==> src/rtl/sps_pkg.sv <==
// Shared types and constants for the sensor poll scheduler.
package sps_pkg;

  // Configuration register indexes (byte address 4*i)
  localparam logic [1:0] REG_ENABLED       = 2'd0;
  localparam logic [1:0] REG_POLL_INTERVAL = 2'd1;
  localparam logic [1:0] REG_CONV_WAIT     = 2'd2;
  localparam logic [1:0] REG_MAX_FAILURES  = 2'd3;

  localparam logic [15:0] POLL_INTERVAL_RST = 16'd1000;
  localparam logic [7:0]  CONV_WAIT_RST     = 8'd2;
  localparam logic [3:0]  MAX_FAILURES_RST  = 4'd3;

  // Raw word conversion: temp = (raw*16500 >> 16) - 4000, hum = raw*100 >> 16
  localparam logic [30:0]        TEMP_SCALE   = 31'd16500;
  localparam logic signed [15:0] TEMP_OFFSET  = 16'sd4000;
  localparam logic [22:0]        HUM_SCALE    = 23'd100;
  localparam logic signed [15:0] TEMP_INVALID = -16'sd32768;
  localparam logic [7:0]         HUM_INVALID  = 8'hFF;

  typedef struct packed {
    logic        enabled;
    logic [15:0] poll_interval_ms;
    logic [7:0]  conv_wait_ms;
    logic [3:0]  max_failures;
  } cfg_t;

endpackage

==> src/rtl/sps_cfg.sv <==
// APB configuration register file for the sensor poll scheduler.
module sps_cfg (
  input  logic          clk,
  input  logic          rst,
  input  logic          psel,
  input  logic          penable,
  input  logic          pwrite,
  input  logic [3:0]    paddr,
  input  logic [31:0]   pwdata,
  output logic [31:0]   prdata,
  output logic          pready,
  output sps_pkg::cfg_t cfg
);
  import sps_pkg::*;

  logic       wr_en;
  logic [1:0] reg_idx;

  assign pready  = 1'b1;
  assign reg_idx = paddr[3:2];
  assign wr_en   = psel && penable && pwrite && pready;

  always_ff @(posedge clk) begin
    if (rst) begin
      cfg.enabled          <= 1'b0;
      cfg.poll_interval_ms <= POLL_INTERVAL_RST;
      cfg.conv_wait_ms     <= CONV_WAIT_RST;
      cfg.max_failures     <= MAX_FAILURES_RST;
    end else if (wr_en) begin
      case (reg_idx)
        REG_ENABLED:       cfg.enabled          <= pwdata[0];
        REG_POLL_INTERVAL: cfg.poll_interval_ms <= pwdata[15:0];
        REG_CONV_WAIT:     cfg.conv_wait_ms     <= pwdata[7:0];
        REG_MAX_FAILURES:  cfg.max_failures     <= pwdata[3:0];
        default: ;
      endcase
    end
  end

  always_comb begin
    case (reg_idx)
      REG_ENABLED:       prdata = {31'd0, cfg.enabled};
      REG_POLL_INTERVAL: prdata = {16'd0, cfg.poll_interval_ms};
      REG_CONV_WAIT:     prdata = {24'd0, cfg.conv_wait_ms};
      REG_MAX_FAILURES:  prdata = {28'd0, cfg.max_failures};
      default:           prdata = 32'd0;
    endcase
  end

endmodule

==> src/rtl/sps_core.sv <==
// Input register, per-call scheduling step and result register.
module sps_core (
  input  logic               clk,
  input  logic               rst,
  input  sps_pkg::cfg_t      cfg,
  input  logic               in_valid,
  output logic               in_ready,
  input  logic [31:0]        now_ms,
  input  logic               start_ok,
  input  logic               read_ok,
  input  logic [15:0]        raw_temp,
  input  logic [15:0]        raw_humidity,
  output logic               out_valid,
  input  logic               out_ready,
  output logic               start_issued,
  output logic               read_issued,
  output logic signed [15:0] temp_centi,
  output logic [7:0]         hum_percent,
  output logic               reading_valid,
  output logic [3:0]         failure_count,
  output logic               waiting_phase
);
  import sps_pkg::*;

  // input stage
  logic        q_valid;
  logic [31:0] q_now;
  logic        q_start_ok;
  logic        q_read_ok;
  logic [15:0] q_raw_temp;
  logic [15:0] q_raw_hum;

  // scheduler state
  logic               phase;
  logic [31:0]        poll_start_time;
  logic [31:0]        trigger_time;
  logic signed [15:0] cached_centi;
  logic [7:0]         cached_hum;
  logic               cache_valid;
  logic [3:0]         fail_counter;

  logic               phase_next;
  logic [31:0]        poll_start_time_next;
  logic [31:0]        trigger_time_next;
  logic signed [15:0] cached_centi_next;
  logic [7:0]         cached_hum_next;
  logic               cache_valid_next;
  logic [3:0]         fail_counter_next;
  logic               started;
  logic               read_done;

  logic               advance;
  logic               load;
  logic [31:0]        poll_elapsed;
  logic [31:0]        wait_elapsed;
  logic [3:0]         fail_inc;
  logic               fail_limit;
  logic [30:0]        temp_prod;
  logic [22:0]        hum_prod;
  logic signed [15:0] temp_conv;
  logic [7:0]         hum_conv;

  assign advance  = !out_valid || out_ready;
  assign load     = q_valid && advance;
  assign in_ready = !q_valid || advance;

  always_ff @(posedge clk) begin
    if (rst) begin
      q_valid <= 1'b0;
    end else if (in_ready) begin
      q_valid <= in_valid;
    end
  end

  always_ff @(posedge clk) begin
    if (in_ready && in_valid) begin
      q_now      <= now_ms;
      q_start_ok <= start_ok;
      q_read_ok  <= read_ok;
      q_raw_temp <= raw_temp;
      q_raw_hum  <= raw_humidity;
    end
  end

  assign poll_elapsed = q_now - poll_start_time;
  assign wait_elapsed = q_now - trigger_time;

  assign temp_prod = 31'(q_raw_temp) * TEMP_SCALE;
  assign hum_prod  = 23'(q_raw_hum) * HUM_SCALE;
  assign temp_conv = $signed({1'b0, temp_prod[30:16]}) - TEMP_OFFSET;
  assign hum_conv  = {1'b0, hum_prod[22:16]};

  // saturating failure count; the limit reached drops the cached reading
  assign fail_inc   = (fail_counter < cfg.max_failures) ? fail_counter + 4'd1 : fail_counter;
  assign fail_limit = fail_inc >= cfg.max_failures;

  always_comb begin
    phase_next           = phase;
    poll_start_time_next = poll_start_time;
    trigger_time_next    = trigger_time;
    cached_centi_next    = cached_centi;
    cached_hum_next      = cached_hum;
    cache_valid_next     = cache_valid;
    fail_counter_next    = fail_counter;
    started              = 1'b0;
    read_done            = 1'b0;

    if (cfg.enabled) begin
      if (!phase) begin
        if (poll_elapsed >= {16'd0, cfg.poll_interval_ms}) begin
          started = 1'b1;
          if (q_start_ok) begin
            trigger_time_next = q_now;
            phase_next        = 1'b1;
          end else begin
            fail_counter_next    = fail_inc;
            poll_start_time_next = q_now;
            if (fail_limit) begin
              cache_valid_next  = 1'b0;
              cached_centi_next = TEMP_INVALID;
              cached_hum_next   = HUM_INVALID;
            end
          end
        end
      end else if (wait_elapsed >= {24'd0, cfg.conv_wait_ms}) begin
        read_done = 1'b1;
        if (q_read_ok) begin
          cached_centi_next = temp_conv;
          cached_hum_next   = hum_conv;
          cache_valid_next  = 1'b1;
          fail_counter_next = 4'd0;
        end else begin
          fail_counter_next = fail_inc;
          if (fail_limit) begin
            cache_valid_next  = 1'b0;
            cached_centi_next = TEMP_INVALID;
            cached_hum_next   = HUM_INVALID;
          end
        end
        poll_start_time_next = q_now;
        phase_next           = 1'b0;
      end
    end
  end

  always_ff @(posedge clk) begin
    if (rst) begin
      phase           <= 1'b0;
      poll_start_time <= 32'd0;
      trigger_time    <= 32'd0;
      cached_centi    <= TEMP_INVALID;
      cached_hum      <= HUM_INVALID;
      cache_valid     <= 1'b0;
      fail_counter    <= 4'd0;
    end else if (load) begin
      phase           <= phase_next;
      poll_start_time <= poll_start_time_next;
      trigger_time    <= trigger_time_next;
      cached_centi    <= cached_centi_next;
      cached_hum      <= cached_hum_next;
      cache_valid     <= cache_valid_next;
      fail_counter    <= fail_counter_next;
    end
  end

  always_ff @(posedge clk) begin
    if (rst) begin
      out_valid <= 1'b0;
    end else if (load) begin
      out_valid <= 1'b1;
    end else if (out_ready) begin
      out_valid <= 1'b0;
    end
  end

  always_ff @(posedge clk) begin
    if (load) begin
      start_issued  <= started;
      read_issued   <= read_done;
      temp_centi    <= cache_valid_next ? cached_centi_next : TEMP_INVALID;
      hum_percent   <= cache_valid_next ? cached_hum_next : HUM_INVALID;
      reading_valid <= cache_valid_next;
      failure_count <= fail_counter_next;
      waiting_phase <= phase_next;
    end
  end

  a_one_transfer: assert property (@(posedge clk) disable iff (rst)
    out_valid |-> !(start_issued && read_issued))
    else $error("trigger and read issued in the same call");

  a_invalid_marks: assert property (@(posedge clk) disable iff (rst)
    (out_valid && !reading_valid) |->
      (temp_centi == TEMP_INVALID && hum_percent == HUM_INVALID))
    else $error("invalid reading without marker values");

  a_phase_on_load: assert property (@(posedge clk) disable iff (rst)
    !load |=> $stable(phase))
    else $error("phase changed without a transaction");

  a_read_from_wait: assert property (@(posedge clk) disable iff (rst)
    (load && read_done) |=> !phase)
    else $error("read did not return to idle");

endmodule

==> src/rtl/sensor_poll_scheduler_unit.sv <==
// Sensor poll scheduler: top level.
//
// Each input transaction is one scheduler call: the current millisecond time,
// the outcome of a trigger or read issued in that call and the raw sensor
// words. Each call yields exactly one output transaction with the issue flags,
// the cached reading, the failure count and the phase after the call.
// Both channels are valid/ready. The result is registered: an accepted call
// passes the input register, then the step logic into the result register.
// One call is accepted every cycle while the output is not stalled; scheduler
// state is updated with the result register load, so the next call sees it.
// When the receiver stalls the result is held and the input register still
// takes one more call; after that in_ready drops until the result is taken.
// The APB port (4-bit paddr, register i at byte 4*i) sets enable, poll
// interval, conversion wait and failure limit; write it only while idle.
// Synchronous reset clears both stages, returns to idle with an invalid
// cache, zero failure count and default register values.
module sensor_poll_scheduler_unit (
  input  logic               clk,
  input  logic               rst,
  input  logic               psel,
  input  logic               penable,
  input  logic               pwrite,
  input  logic [3:0]         paddr,
  input  logic [31:0]        pwdata,
  output logic [31:0]        prdata,
  output logic               pready,
  input  logic               in_valid,
  output logic               in_ready,
  input  logic [31:0]        now_ms,
  input  logic               start_ok,
  input  logic               read_ok,
  input  logic [15:0]        raw_temp,
  input  logic [15:0]        raw_humidity,
  output logic               out_valid,
  input  logic               out_ready,
  output logic               start_issued,
  output logic               read_issued,
  output logic signed [15:0] temp_centi,
  output logic [7:0]         hum_percent,
  output logic               reading_valid,
  output logic [3:0]         failure_count,
  output logic               waiting_phase
);
  import sps_pkg::*;

  cfg_t cfg;

  sps_cfg u_cfg (
    .clk     (clk),
    .rst     (rst),
    .psel    (psel),
    .penable (penable),
    .pwrite  (pwrite),
    .paddr   (paddr),
    .pwdata  (pwdata),
    .prdata  (prdata),
    .pready  (pready),
    .cfg     (cfg)
  );

  sps_core u_core (
    .clk           (clk),
    .rst           (rst),
    .cfg           (cfg),
    .in_valid      (in_valid),
    .in_ready      (in_ready),
    .now_ms        (now_ms),
    .start_ok      (start_ok),
    .read_ok       (read_ok),
    .raw_temp      (raw_temp),
    .raw_humidity  (raw_humidity),
    .out_valid     (out_valid),
    .out_ready     (out_ready),
    .start_issued  (start_issued),
    .read_issued   (read_issued),
    .temp_centi    (temp_centi),
    .hum_percent   (hum_percent),
    .reading_valid (reading_valid),
    .failure_count (failure_count),
    .waiting_phase (waiting_phase)
  );

endmodule

==> config.mk <==
export PLATFORM = sky130hd
export DESIGN_NAME = sensor_poll_scheduler_unit
export DESIGN_NICKNAME = d
export VERILOG_FILES = /design/src/rtl/sps_pkg.sv /design/src/rtl/sps_cfg.sv /design/src/rtl/sps_core.sv /design/src/rtl/sensor_poll_scheduler_unit.sv
export SDC_FILE = /design/constraint.sdc
export NUM_CORES = 1
export LEC_CHECK = 0
export ABC_AREA = 1
export BUFFER_PORTS_ARGS = -buffer_cell sky130_fd_sc_hd__buf_2
export CAP_MARGIN = 20
export CORE_MARGIN = 4
export CORE_UTILIZATION = 40
export CTS_BUF_LIST = sky130_fd_sc_hd__clkbuf_4 sky130_fd_sc_hd__clkbuf_8 sky130_fd_sc_hd__clkbuf_16
export DETAILED_ROUTE_END_ITERATION = 7
export GPL_TIMING_DRIVEN = 0
export HOLD_SLACK_MARGIN = 0.12
export PLACE_DENSITY = 0.57
export SLEW_MARGIN = 5
export SYNTH_ARGS = -nofsm -noshare
export SYNTH_HDL_FRONTEND = slang
export SYNTH_SLANG_ARGS = --single-unit
==> constraint.sdc <==
create_clock -name clk -period 5.49 [get_ports clk]
set_input_delay 0.549 -clock clk [delete_from_list [all_inputs] [get_ports clk]]
set_output_delay 0.549 -clock clk [all_outputs]
set_load 0.02 [all_outputs]
# Word level (Yosys, flattened, before mapping)
# Index checks and enable logic that the tools add are counted.
# W data, S select, Z words.
dict set report totals {
  output_inout_bits 67
  input_bits 109
  reg_bits 223
}
dict set report classes {
  order_cmp 4
  multipliers 2
  n_eq_ne 5
  n_reduce_logical 19
  n_mux 42
  addsub 4
  bitwise_logic 2
}
# operator n
set op_table {}
lappend op_table {{$mux W32} 4}
lappend op_table {{$pmux W32 S4} 1}
lappend op_table {{$mux W16} 7}
lappend op_table {{$sub A32 B32 Y32} 2}
lappend op_table {{$mux W8} 7}
lappend op_table {{$ge A32 B16 Y1} 1}
lappend op_table {{$ge A32 B8 Y1} 1}
lappend op_table {{$mul A16 B13 Y29 const B} 1}
lappend op_table {{$mux W4} 7}
lappend op_table {{$mul A16 B5 Y21 const B} 1}
lappend op_table {{$mux W1} 16}
lappend op_table {{$sub A15 B12 Y16 const B} 1}
lappend op_table {{$reduce_and A2 Y1} 5}
lappend op_table {{$reduce_and A5 Y1} 2}
lappend op_table {{$add A4 B1 Y4 const B} 1}
lappend op_table {{$eq A2 B2 Y1 const B} 2}
lappend op_table {{$ge A4 B4 Y1} 1}
lappend op_table {{$logic_and A1 B1 Y1} 4}
lappend op_table {{$lt A4 B4 Y1} 1}
lappend op_table {{$ne A2 B2 Y1 const B} 2}
lappend op_table {{$reduce_bool A2 Y1} 2}
lappend op_table {{$eq A2 B1 Y1 const B} 1}
lappend op_table {{$logic_not A1 Y1} 2}
lappend op_table {{$logic_not A2 Y1} 1}
lappend op_table {{3 further kinds} 5}

# Logic depth before layout (Yosys ltp)
# Gate-level depths: netlist (run 1).
dict set report depth {
  depth_word 8
  depth_mapped 36
  depth_no_buf 36
}

# Cells and area by module
# A second synthesis (run 1) with hierarchy kept.
dict set report unflattened {
  hier_cells 3151
  hier_area_um2 20724.9
}
# module cells_each instances area_each_um2
set modules_own_cells {}
lappend modules_own_cells {sps_core 2910 1 19184.6}
lappend modules_own_cells {sps_cfg 241 1 1540.2}

# Least setup slack after synthesis (run 1)
# Ideal clock, no wire load.
dict set report synth_timing {
  kind {flip-flop to flip-flop}
  from {register u_core.q_raw_temp[11]}
  to {register u_core.temp_centi[11] (data pin)}
  arrival_time_ns 4.740
  slack_ns 0.495
  setup_time_ns 0.255
  synth_period_minus_slack_ns 4.995
  stages_incl_launch_ff 34
  cell_sequence {edfxtp_1 ha_1 inv_1 fa_1 inv_1 ha_1 fa_1 inv_1 fa_1 inv_1 ha_1 nand2_1 inv_1 a21oi_1 nor2_1 nor2_1 nand3_1 nand2_1 inv_1 ha_1 inv_1 nand3_1 inv_1 nand2_1 nand2_1 inv_1 nand2_1 nand2_1 nand2_1 nand2_1 nand2_1 nand2_1 nand2_1 a21oi_2}
}
dict set report synth_between {
  elab_chain_len 6
}
# item line_no
set synth_lines {}
lappend synth_lines {{start, declared} sps_core.sv:30} ;# logic [15:0] q_raw_temp;
lappend synth_lines {{start signal, assigned} sps_core.sv:80} ;# q_raw_temp <= raw_temp;
lappend synth_lines {{$mul A16 B13 Y29} sps_core.sv:88} ;# assign temp_prod = 31'(q_raw_temp) * TEMP_SCALE;
lappend synth_lines {{$sub A15 B12 Y16} sps_core.sv:90} ;# assign temp_conv = $signed({1'b0, temp_prod[30:16]}) - TEMP_OFFSET;
lappend synth_lines {{$mux W16} sps_core.sv:127} ;# if (q_read_ok) begin
lappend synth_lines {{$mux W16} sps_core.sv:125} ;# end else if (wait_elapsed >= {24'd0, cfg.conv_wait_ms}) begin
lappend synth_lines {{$mux W16} sps_core.sv:109} ;# if (!phase) begin
lappend synth_lines {{$mux W16} sps_core.sv:108} ;# if (cfg.enabled) begin
lappend synth_lines {{end signal, assigned} sps_core.sv:180} ;# temp_centi <= cache_valid_next ? cached_centi_next : TEMP_INVALID;
lappend synth_lines {{end, declared} sps_core.sv:17} ;# output logic signed [15:0] temp_centi,
# No other way between the ends.
# A chain may end at the register's enable or synchronous reset.

# Final worst setup path (run 1)
# Same ends and word-level chain as after synthesis.

==> flow_summary.json, run 1 <==
{
  "vias": 20200,
  "die_width_um": 237,
  "cts_tree": "yes",
  "slew_violations": 0,
  "crit_required_ns": 5.91,
  "fin_cells": 4089,
  "drc": 0,
  "avgSynthCellArea_um2": 6.59,
  "cts.clk_slew.worst_paths_ns": 0.06,
  "synthArstFlopShare": 0,
  "finalNetCount": 3759,
  "drive_gt1_frac": 0.122,
  "numClockSinks": 223,
  "grt_pass1_wl_um": 99900,
  "clockBufferDepth": 3,
  "rows": 83,
  "mappedNetlistArea_um2": 20900,
  "dieArea_um2": 56000,
  "critPathTopFamily": "adder cells",
  "clock_latency_ns": 0.58,
  "ir_drop_v": 0.000246,
  "initialDrtViolationCount": 1443,
  "power.total_mw": 6.48,
  "grtUsageMet1": 0.299,
  "syn-instance-count": 3171,
  "grt-busiest-layer": "met2",
  "worstSetupPathType": "flop to flop",
  "setup_viol": 0,
  "layout_min_cycle_time_ns": 5.20,
  "area_growth_pct": 15.2,
  "synth.yosys.seq_area_share": 0.261,
  "coreArea_um2": 51500,
  "yosys_register_bits": 223,
  "tns_ns": 0,
  "max_freq_ghz": 0.192,
  "ios": 176,
  "htree_num_levels": 1,
  "cp.arrival_ns": 5.61,
  "wl_per_cell_um": 15.4,
  "gr-total-overflow": 0,
  "routed_wirelength_um": 62900,
  "post-route-period-util": 0.947,
  "design_area_um2": 24100,
  "nFillCells": 5416,
  "met2_usage": 0.361,
  "grt_max_degree": 55,
  "viasPerCell": 4.94,
  "maxSlewHeadroom": 0.269,
  "cp-end-kind": "flop",
  "ys.flop_type": "dfxtp_1",
  "power_density_nw_per_um2": 269,
  "grt_pass1_vias": 19200,
  "hp-class": "primary input to flop",
  "antenna_found_initial": 2,
  "root_buffer": "clkbuf_16",
  "drv_cap": 0,
  "grt_usage": 0.218,
  "cp-start-kind": "flop",
  "synth_warnings": 0,
  "yosys.cell_types.count": 56,
  "io_buffers": 140,
  "antenna_left": 0,
  "place_inst": 4007,
  "rsz0062_at_grt": "true",
  "worstPathMaxFanout": 4,
  "synth-edff-count": 98,
  "critPathSlowestCell": "fa_1",
  "place_congestion": 0.923,
  "hold_viol": 0,
  "power_leakage_nw": 12.5,
  "outcome": "finished, final reports clean",
  "worst_pin_slew_ns": 1.10,
  "firstDrtPassIters": 5,
  "setup_slack_ns": 0.293,
  "cpMostUsedCell": "nand2_1",
  "use_met3": 0.0313,
  "skew_ns": 0.0141,
  "post-route-util": 0.467,
  "die_h_um": 237,
  "dpl_cell_area_um2": 22500,
  "diodes": 0,
  "cts_made_buffers": 28,
  "dp_slack_ns": -0.246,
  "holdWs_ns": 0.146,
  "cp.buffers_inverters": 6,
  "cpPeakStageDelay_ns": 0.52,
  "dp_hpwl_um": 51100,
  "start_util": 0.406
}
==> final timing paths <==
kind,startpoint,endpoint,slack [ns],depth (start not counted)
setup reg to reg,u_core.q_raw_temp[11]$_DFFE_PP_,u_core.temp_centi[11]$_SDFFCE_PN0P_,0.29,32
hold reg to reg,u_core.trigger_time[28]$_SDFFE_PP0P_,u_core.trigger_time[28]$_SDFFE_PP0P_,0.46,2
hold / removal,now_ms[12],u_core.q_now[12]$_DFFE_PP_,0.15,1
setup / recovery,u_core.q_raw_temp[11]$_DFFE_PP_,u_core.temp_centi[11]$_SDFFCE_PN0P_,0.29,32
==> final cells by class <==
cell class / instances / area (um2) / share of cell area
timing repair buffer: 171 / 998 / 0.0415
buffer: 80 / 497 / 0.0206
clock buffer: 38 / 842 / 0.0350
inverter: 643 / 2420 / 0.101
multi-input combinational: 2240 / 12800 / 0.534
clock inverter: 14 / 171 / 0.00712
sequential: 223 / 5450 / 0.226
tap: 680 / 851 / 0.0353
==> flip-flops by register name, summed over array words and instances, names as in the netlist <==
signal,count
u_cfg.cfg,29
u_core.cache_valid,1
u_core.cached_centi,16
u_core.cached_hum,8
u_core.fail_counter,4
u_core.failure_count,4
u_core.hum_percent,8
u_core.out_valid,1
u_core.phase,1
u_core.poll_start_time,32
u_core.q_now,32
u_core.q_raw_hum,16
u_core.q_raw_temp,16
u_core.q_read_ok,1
u_core.q_start_ok,1
u_core.q_valid,1
u_core.read_issued,1
u_core.reading_valid,1
u_core.start_issued,1
u_core.temp_centi,16
u_core.trigger_time,32
u_core.waiting_phase,1
==> placed cells by master (no fill, tap or decap), types with 8 or more instances in the layout <==
master,netlist,layout
nand2_1,968,954
inv_1,623,620
nor2_1,234,223
ha_1,217,209
a21oi_1,176,172
nand3_1,157,151
buf_2,10,150
dfxtp_1,125,125
o21ai_0,121,120
edfxtp_1,98,98
nor2_2,53,63
nand4_1,59,59
fa_1,46,46
buf_4,22,34
clkbuf_1,33,33
clkbuf_16,0,30
o21ai_1,27,28
xor2_1,27,26
nand2_2,14,24
dlygate4sd3_1,0,18
inv_2,15,17
conb_1,2,17
nor3_1,17,16
a21oi_2,14,16
o211ai_1,13,13
buf_6,13,13
and2_1,13,12
nand3_2,5,11
o21bai_1,8,8
==> power by group <==
group / internal (mW) / total (mW) / leakage, nW / switching [mW]
clock: 1.22 / 2.00 / 0.502 / 0.784
sequential: 1.80 / 1.88 / 1.94 / 0.0747
combinational: 0.949 / 2.60 / 10.0 / 1.65
==> routing by layer <==
metal	wire (um)	part of all wire
met1	29300	0.47
met2	28300	0.45
met3	3820	0.061
met4	1460	0.023
met5	13	0.00021
==> cell usage after synthesis (3+ instances only) <==
master / n / area [um2]
nand2_1: 968 / 3630
inv_1: 623 / 2340
nor2_1: 234 / 878
ha_1: 217 / 2720
a21oi_1: 176 / 881
nand3_1: 157 / 786
dfxtp_1: 125 / 2500
o21ai_0: 121 / 606
edfxtp_1: 98 / 2940
nand4_1: 59 / 369
nor2_2: 53 / 332
fa_1: 46 / 921
clkbuf_1: 33 / 124
o21ai_1: 27 / 135
xor2_1: 27 / 236
buf_4: 22 / 165
nor3_1: 17 / 85.1
inv_2: 15 / 56.3
a21oi_2: 14 / 123
nand2_2: 14 / 87.6
and2_1: 13 / 81.3
buf_6: 13 / 146
o211ai_1: 13 / 97.6
buf_2: 10 / 50.1
o21bai_1: 8 / 60.1
o22ai_1: 7 / 43.8
xnor2_1: 7 / 61.3
nand3_2: 5 / 50.1
and3_1: 4 / 25.0
nand3b_1: 4 / 30.0
nor2_4: 4 / 45.0
a211oi_1: 3 / 22.5
clkinv_1: 3 / 11.3
o221ai_1: 3 / 26.3
==> repair_timing <==
| action | in CTS | in global routing |
|---|---|---|
| hold endpoints to repair | 18 | 0 |
| hold buffers | 18 | 0 |
| pin swaps | 0 | 21 |
| endpoints found under the setup margin | 10 | 24 |
| buffers inserted | 6 | 6 |
| gates resized for setup | 3 | 56 |
==> worst reg2reg max path: cells and delay by family, from the launching register on <==
| kind | cells | cell delay, ns |
|---|---|---|
| AND/OR/NAND/NOR | 17 | 1.42 |
| flip-flops | 1 | 0.45 |
| buffers and inverters | 6 | 0.31 |
| AO/OA/AOI/OAI | 2 | 0.36 |
| adder cells (fa/ha/maj) | 7 | 2.49 |
==> logic make-up (layout without fill, tap and decap cells) <==
family                   after synthesis  after routing  share of synthesized area
AND/OR/NAND/NOR                     1542           1542                      0.312
buffers and inverters                723            946                      0.139
AO/OA/AOI/OAI                        384            384                     0.0999
adder cells (fa/ha/maj)              263            263                      0.174
flip-flops                           223            223                      0.261
XOR/XNOR                              34             34                     0.0142
other                                  2             17                   0.000359
No activity file was read; power rests on OpenSTA's default activity.
==> inputs of run 2 (changes only) <==
--- a/config.mk
+++ b/config.mk
@@ -9,12 +9,12 @@
 export BUFFER_PORTS_ARGS = -buffer_cell sky130_fd_sc_hd__buf_2
 export CAP_MARGIN = 20
 export CORE_MARGIN = 4
-export CORE_UTILIZATION = 40
+export CORE_UTILIZATION = 60
 export CTS_BUF_LIST = sky130_fd_sc_hd__clkbuf_4 sky130_fd_sc_hd__clkbuf_8 sky130_fd_sc_hd__clkbuf_16
 export DETAILED_ROUTE_END_ITERATION = 7
 export GPL_TIMING_DRIVEN = 0
 export HOLD_SLACK_MARGIN = 0.12
-export PLACE_DENSITY = 0.57
+export PLACE_DENSITY = 0.8
 export SLEW_MARGIN = 5
 export SYNTH_ARGS = -nofsm -noshare
 export SYNTH_HDL_FRONTEND = slang
==> run 2 against run 1 <==
Combinational power is essentially flat. Critical path type unchanged. First-iteration DRC count grew 11%. Sequential share of layout area grew 0.54 points. Register-to-register slack lost 0.08 ns. Via count grew 3.0%.
==> flow_summary.json, run 2 (synthesis gave the netlist of run 1 again) <==
{
  "area_growth_pct": 12.5,
  "drive_gt1_frac": 0.119,
  "hold_viol": 0,
  "wl_per_cell_um": 16.0,
  "htree_num_levels": 1,
  "vias": 20800,
  "rows": 68,
  "grt_pass1_vias": 20000,
  "diodes": 0,
  "grt_pass1_wl_um": 98500,
  "numClockSinks": 223,
  "slew_violations": 0,
  "ir_drop_v": 0.000288,
  "worst_pin_slew_ns": 0.996,
  "worstPathMaxFanout": 4,
  "cts_tree": "yes",
  "root_buffer": "clkbuf_16",
  "place_congestion": 0.974,
  "dieArea_um2": 37900,
  "hp-class": "primary input to flop",
  "cp.arrival_ns": 5.67,
  "outcome": "finished, final reports clean",
  "critPathSlowestCell": "fa_1",
  "gr-total-overflow": 0,
  "nFillCells": 3063,
  "viasPerCell": 5.39,
  "dp_slack_ns": -0.112,
  "cp-end-kind": "flop",
  "cts_hold_buf": 0,
  "power_density_nw_per_um2": 269,
  "cpPeakStageDelay_ns": 0.52,
  "place_inst": 3782,
  "mostFrequentLayoutCell": "nand2_1",
  "die_h_um": 195,
  "setup_viol": 0,
  "grt_max_degree": 55,
  "clock_latency_ns": 0.57,
  "drv_cap": 0,
  "firstDrtPassIters": 6,
  "layout_min_cycle_time_ns": 5.28,
  "skew_ns": 0.0141,
  "cpMostUsedCell": "inv_1",
  "maxSlewHeadroom": 0.336,
  "dp_hpwl_um": 49700,
  "coreArea_um2": 34500,
  "antenna_left": 0,
  "post-route-period-util": 0.962,
  "power_leakage_nw": 12.4,
  "antenna_found_initial": 0,
  "io_buffers": 140,
  "finalNetCount": 3755,
  "worstSetupPathType": "flop to flop",
  "start_util": 0.607,
  "cts_made_buffers": 27,
  "grt_usage": 0.315,
  "cts.clk_slew.worst_paths_ns": 0.06,
  "layout_common_cells": "nand2_1, inv_1, nor2_1",
  "die_width_um": 195,
  "drc": 0,
  "top_regs": "u_core.poll_start_time x32, u_core.q_now x32, u_core.trigger_time x32",
  "initialDrtViolationCount": 1604,
  "max_freq_ghz": 0.189,
  "fin_cells": 3859,
  "routed_wirelength_um": 61800,
  "ios": 176,
  "crit_required_ns": 5.88,
  "setup_slack_ns": 0.210,
  "cp-start-kind": "flop",
  "clockBufferDepth": 3
}
==> run 2: cell count changes in the layout (fill, tap and decap cells not counted), moves of 3 or more <==
cell           before  now
buf_4              34   49
clkbuf_4            4    8
dlygate4sd3_1      18    0
ha_1              209  213
ha_4                7    4
nand2_4             5    2
nand3_1           151  154
nand3_2            11    8
nor2_1            223  230
nor2_2             63   56
==> run 2: critical path: cells and delay by family, from the launching register on <==
family	cells	cell delay, ns
DFF	1	0.48
buffers and inverters	7	0.42
and+or+nand+nor	11	1.02
AOI/OAI and AO/OA	3	0.48
xor gates and xnor gates	1	0.11
adders and majority gates	7	2.58
==> run 2: layer usage <==
layer,vias up,routed length [um],global-route usage
met5,-,0,0
met4,0,2500,0.121
met3,175,4650,0.0385
met2,847,29500,0.557
met1,9423,25200,0.394
li1,10400,-,-
==> run 2: path summary, 6_finish.rpt <==
check / to / slack (ns) / from / cells after the start
max: u_core.temp_centi[13]$_SDFFCE_PN0P_ / 0.21 / u_core.q_raw_temp[11]$_DFFE_PP_ / 29
min: u_core.q_raw_temp[12]$_DFFE_PP_ / 0.15 / raw_temp[12] / 1
max reg2reg: u_core.temp_centi[13]$_SDFFCE_PN0P_ / 0.21 / u_core.q_raw_temp[11]$_DFFE_PP_ / 29
min reg2reg: u_core.trigger_time[24]$_SDFFE_PP0P_ / 0.46 / u_core.trigger_time[24]$_SDFFE_PP0P_ / 2
==> run 2: area by class of cell <==
class,instances,area (um2),area share
Buffer,80,497,0.0211
Clock buffer,38,795,0.0338
Clock inverter,12,135,0.00575
Inverter,643,2420,0.103
Multi-Input combinational cell,2240,12700,0.541
Sequential cell,223,5450,0.232
Tap cell,455,569,0.0242
Timing Repair Buffer,168,931,0.0396
==> run 2: repair_timing <==
item                                    CTS  global route
setup buffers                             6            21
pin swaps                                 0            13
resized for setup                         0            31
endpoints found under the setup margin   11            17
==> run 2: report_power, final <==
group	switching [mW]	leakage, nW	total, mW	internal [mW]
Sequential	0.0708	1.94	1.87	1.80
Clock	0.757	0.468	1.87	1.11
Combinational	1.66	10.0	2.57	0.917
Total	2.48	12.4	6.32	3.83
==> run 2: stage by stage <==
stage | util | power [mW] | hold WS (ns) | setup TNS, ns | instance area [um2]
floorplan | - | 3.62 | 0.435 | 0 | 21000
global placement | 0.645 | 4.20 | 0.446 | -0.437 | 22200
detailed placement | 0.646 | 4.28 | 0.452 | -0.480 | 22300
CTS | 0.674 | 6.16 | 0.138 | 0 | 23200
global route | 0.682 | 6.76 | 0.140 | -0.378 | 23500
finish | 0.682 | 6.32 | 0.154 | 0 | 23500
==> inputs of run 3 (changes only) <==
--- a/config.mk
+++ b/config.mk
@@ -14,7 +14,7 @@
 export DETAILED_ROUTE_END_ITERATION = 7
 export GPL_TIMING_DRIVEN = 0
 export HOLD_SLACK_MARGIN = 0.12
-export PLACE_DENSITY = 0.8
+export PLACE_DENSITY = 0.89
 export SLEW_MARGIN = 5
 export SYNTH_ARGS = -nofsm -noshare
 export SYNTH_HDL_FRONTEND = slang
==> run 3 against run 2 <==
Maximum frequency fell by 2.2%. Clock skew rose by 0.0033 ns. Critical path depth did not move. Clock-buffer cell count did not move. Via count rose by 1.7%. Worst setup slack got worse by 0.12 ns. Sequential share of layout area rose by 0.15 points.
==> flow_summary.json, run 3 (synthesis gave the netlist of run 1 again) <==
{
  "outcome": "finished, final reports clean",
  "mostFrequentLayoutCell": "nand2_1",
  "grt_pass1_wl_um": 96100,
  "initialDrtViolationCount": 2158,
  "cts_tree": "yes",
  "drc": 0,
  "area_growth_pct": 11.8,
  "clockBufferDepth": 3,
  "routed_wirelength_um": 61000,
  "dpl_cell_area_um2": 22200,
  "layout_common_cells": "nand2_1, inv_1, nor2_1",
  "cp.arrival_ns": 5.71,
  "gr-total-overflow": 0,
  "top_regs": "u_core.poll_start_time x32, u_core.q_now x32, u_core.trigger_time x32",
  "multiInputGateArea_um2": 12800,
  "power_leakage_nw": 12.3,
  "grt_max_degree": 42,
  "antenna_left": 0,
  "dp_hpwl_um": 47200,
  "cts.clk_slew.worst_paths_ns": 0.07,
  "vias": 21200,
  "nFillCells": 2927,
  "htree_num_levels": 1,
  "design_area_um2": 23400,
  "switching_power_mw": 2.49,
  "cp-start-kind": "flop",
  "antenna_found_initial": 0,
  "p_int_mw": 3.70,
  "cp-end-kind": "flop",
  "comb_power_share": 0.428,
  "clock_latency_ns": 0.57,
  "ir_drop_v": 0.000279,
  "worst_pin_slew_ns": 1.04,
  "maxSlewHeadroom": 0.308,
  "cpPeakStageDelay_ns": 0.54,
  "rows": 68,
  "grt_usage": 0.306,
  "die_width_um": 195,
  "wl_per_cell_um": 15.9,
  "io_buffers": 140,
  "cp.buffers_inverters": 6,
  "viasPerCell": 5.50,
  "seqPwrFrac": 0.303,
  "coreArea_um2": 34500,
  "drive_gt1_frac": 0.119,
  "seq_area_um2": 5450,
  "worstRegToRegCells": 29,
  "power_density_nw_per_um2": 265,
  "clkPwrFrac": 0.270,
  "firstDrtPassIters": 6,
  "max_freq_ghz": 0.185,
  "fin_cells": 3844,
  "numClockSinks": 223,
  "cpMostUsedCell": "nand2_1",
  "ios": 176,
  "grt_pass1_vias": 19900,
  "critPathTopFamily": "adder cells",
  "drv_cap": 0,
  "p_sw_frac": 0.402,
  "finalNetCount": 3742,
  "place_inst": 3782,
  "dieArea_um2": 37900,
  "cts_hold_buf": 0,
  "hold_viol": 0,
  "cts_made_buffers": 25,
  "worstPathMaxFanout": 4,
  "setup_viol": 0,
  "layout_min_cycle_time_ns": 5.40,
  "skew_ns": 0.0174,
  "root_buffer": "clkbuf_16",
  "hp-class": "primary input to flop",
  "slew_violations": 0,
  "worstSetupPathType": "flop to flop",
  "diodes": 0,
  "whs_path_depth": 1,
  "start_util": 0.607,
  "rsz0062_at_grt": "true",
  "die_h_um": 195,
  "critPathSlowestCell": "fa_1",
  "crit_required_ns": 5.80,
  "place_congestion": 0.988,
  "cp.depth": 29,
  "post-route-period-util": 0.983
}
[run 3: cell types whose count changed in the layout (fill, tap and decap cells not counted), sizes merged]
cell	change
buf	-11
bufinv	-2
inv	-2
clkinv	-1
clkinvlp	+1
[run 3: path summary, 6_finish.rpt]
kind | startpoint | end | slack, ns
worst max-delay path | u_core.q_raw_temp[11]$_DFFE_PP_ | u_core.temp_centi[14]$_SDFFCE_PN0P_ | 0.09
worst min-delay path | raw_temp[12] | u_core.q_raw_temp[12]$_DFFE_PP_ | 0.15
worst max register to register | u_core.q_raw_temp[11]$_DFFE_PP_ | u_core.temp_centi[14]$_SDFFCE_PN0P_ | 0.09
worst min register to register | u_core.trigger_time[31]$_SDFFE_PP0P_ | u_core.trigger_time[31]$_SDFFE_PP0P_ | 0.46
[run 3: final cells by class]
| cell class | count | share of cell area |
|---|---|---|
| inverter | 643 | 0.104 |
| tap | 455 | 0.0244 |
| timing repair buffer | 157 | 0.0360 |
| multi-input combinational | 2240 | 0.547 |
| clock inverter | 8 | 0.00204 |
| sequential | 223 | 0.233 |
| buffer | 80 | 0.0213 |
| clock buffer | 38 | 0.0326 |
[run 3: layer usage]
metal | part of all wire | up-vias | wire length (um) | global-route usage
li1 | - | 10300 | - | -
met1 | 0.40 | 9518 | 24300 | 0.402
met2 | 0.44 | 1070 | 27100 | 0.499
met3 | 0.11 | 235 | 6480 | 0.0534
met4 | 0.052 | 0 | 3180 | 0.134
met5 | 0 | - | 0 | 0
[run 3: power groups by stage]
| stage | Clock (mW) | Sequential (mW) | Combinational (mW) |
|---|---|---|---|
| after floorplan | 0 | 1.89 | 1.73 |
| after global placement | 0 | 1.91 | 2.24 |
| after detailed placement | 0 | 1.91 | 2.32 |
| after CTS | 1.68 | 1.87 | 2.35 |
| after global routing | 1.76 | 1.88 | 2.96 |
| final | 1.67 | 1.87 | 2.65 |
[run 3: timing repair]
item	in CTS	in global routing
endpoints found under the setup margin	10	16
resized for setup	1	45
pin swaps	0	22
setup buffers	6	10
[run 3: through the flow]
step / hold WS, ns / util / total power, mW / setup TNS [ns] / setup slack [ns]
3_5_place_dp: 0.453 / 0.646 / 4.22 / -0.574 / -0.128
4_1_cts: 0.141 / 0.671 / 5.91 / 0 / 0.0360
5_1_grt: 0.144 / 0.678 / 6.60 / -0.398 / -0.101
6_report: 0.155 / 0.678 / 6.20 / 0 / 0.0910
3_3_place_gp: 0.448 / 0.645 / 4.15 / -0.0882 / -0.0450
2_1_floorplan: 0.435 / - / 3.62 / 0 / 0.495
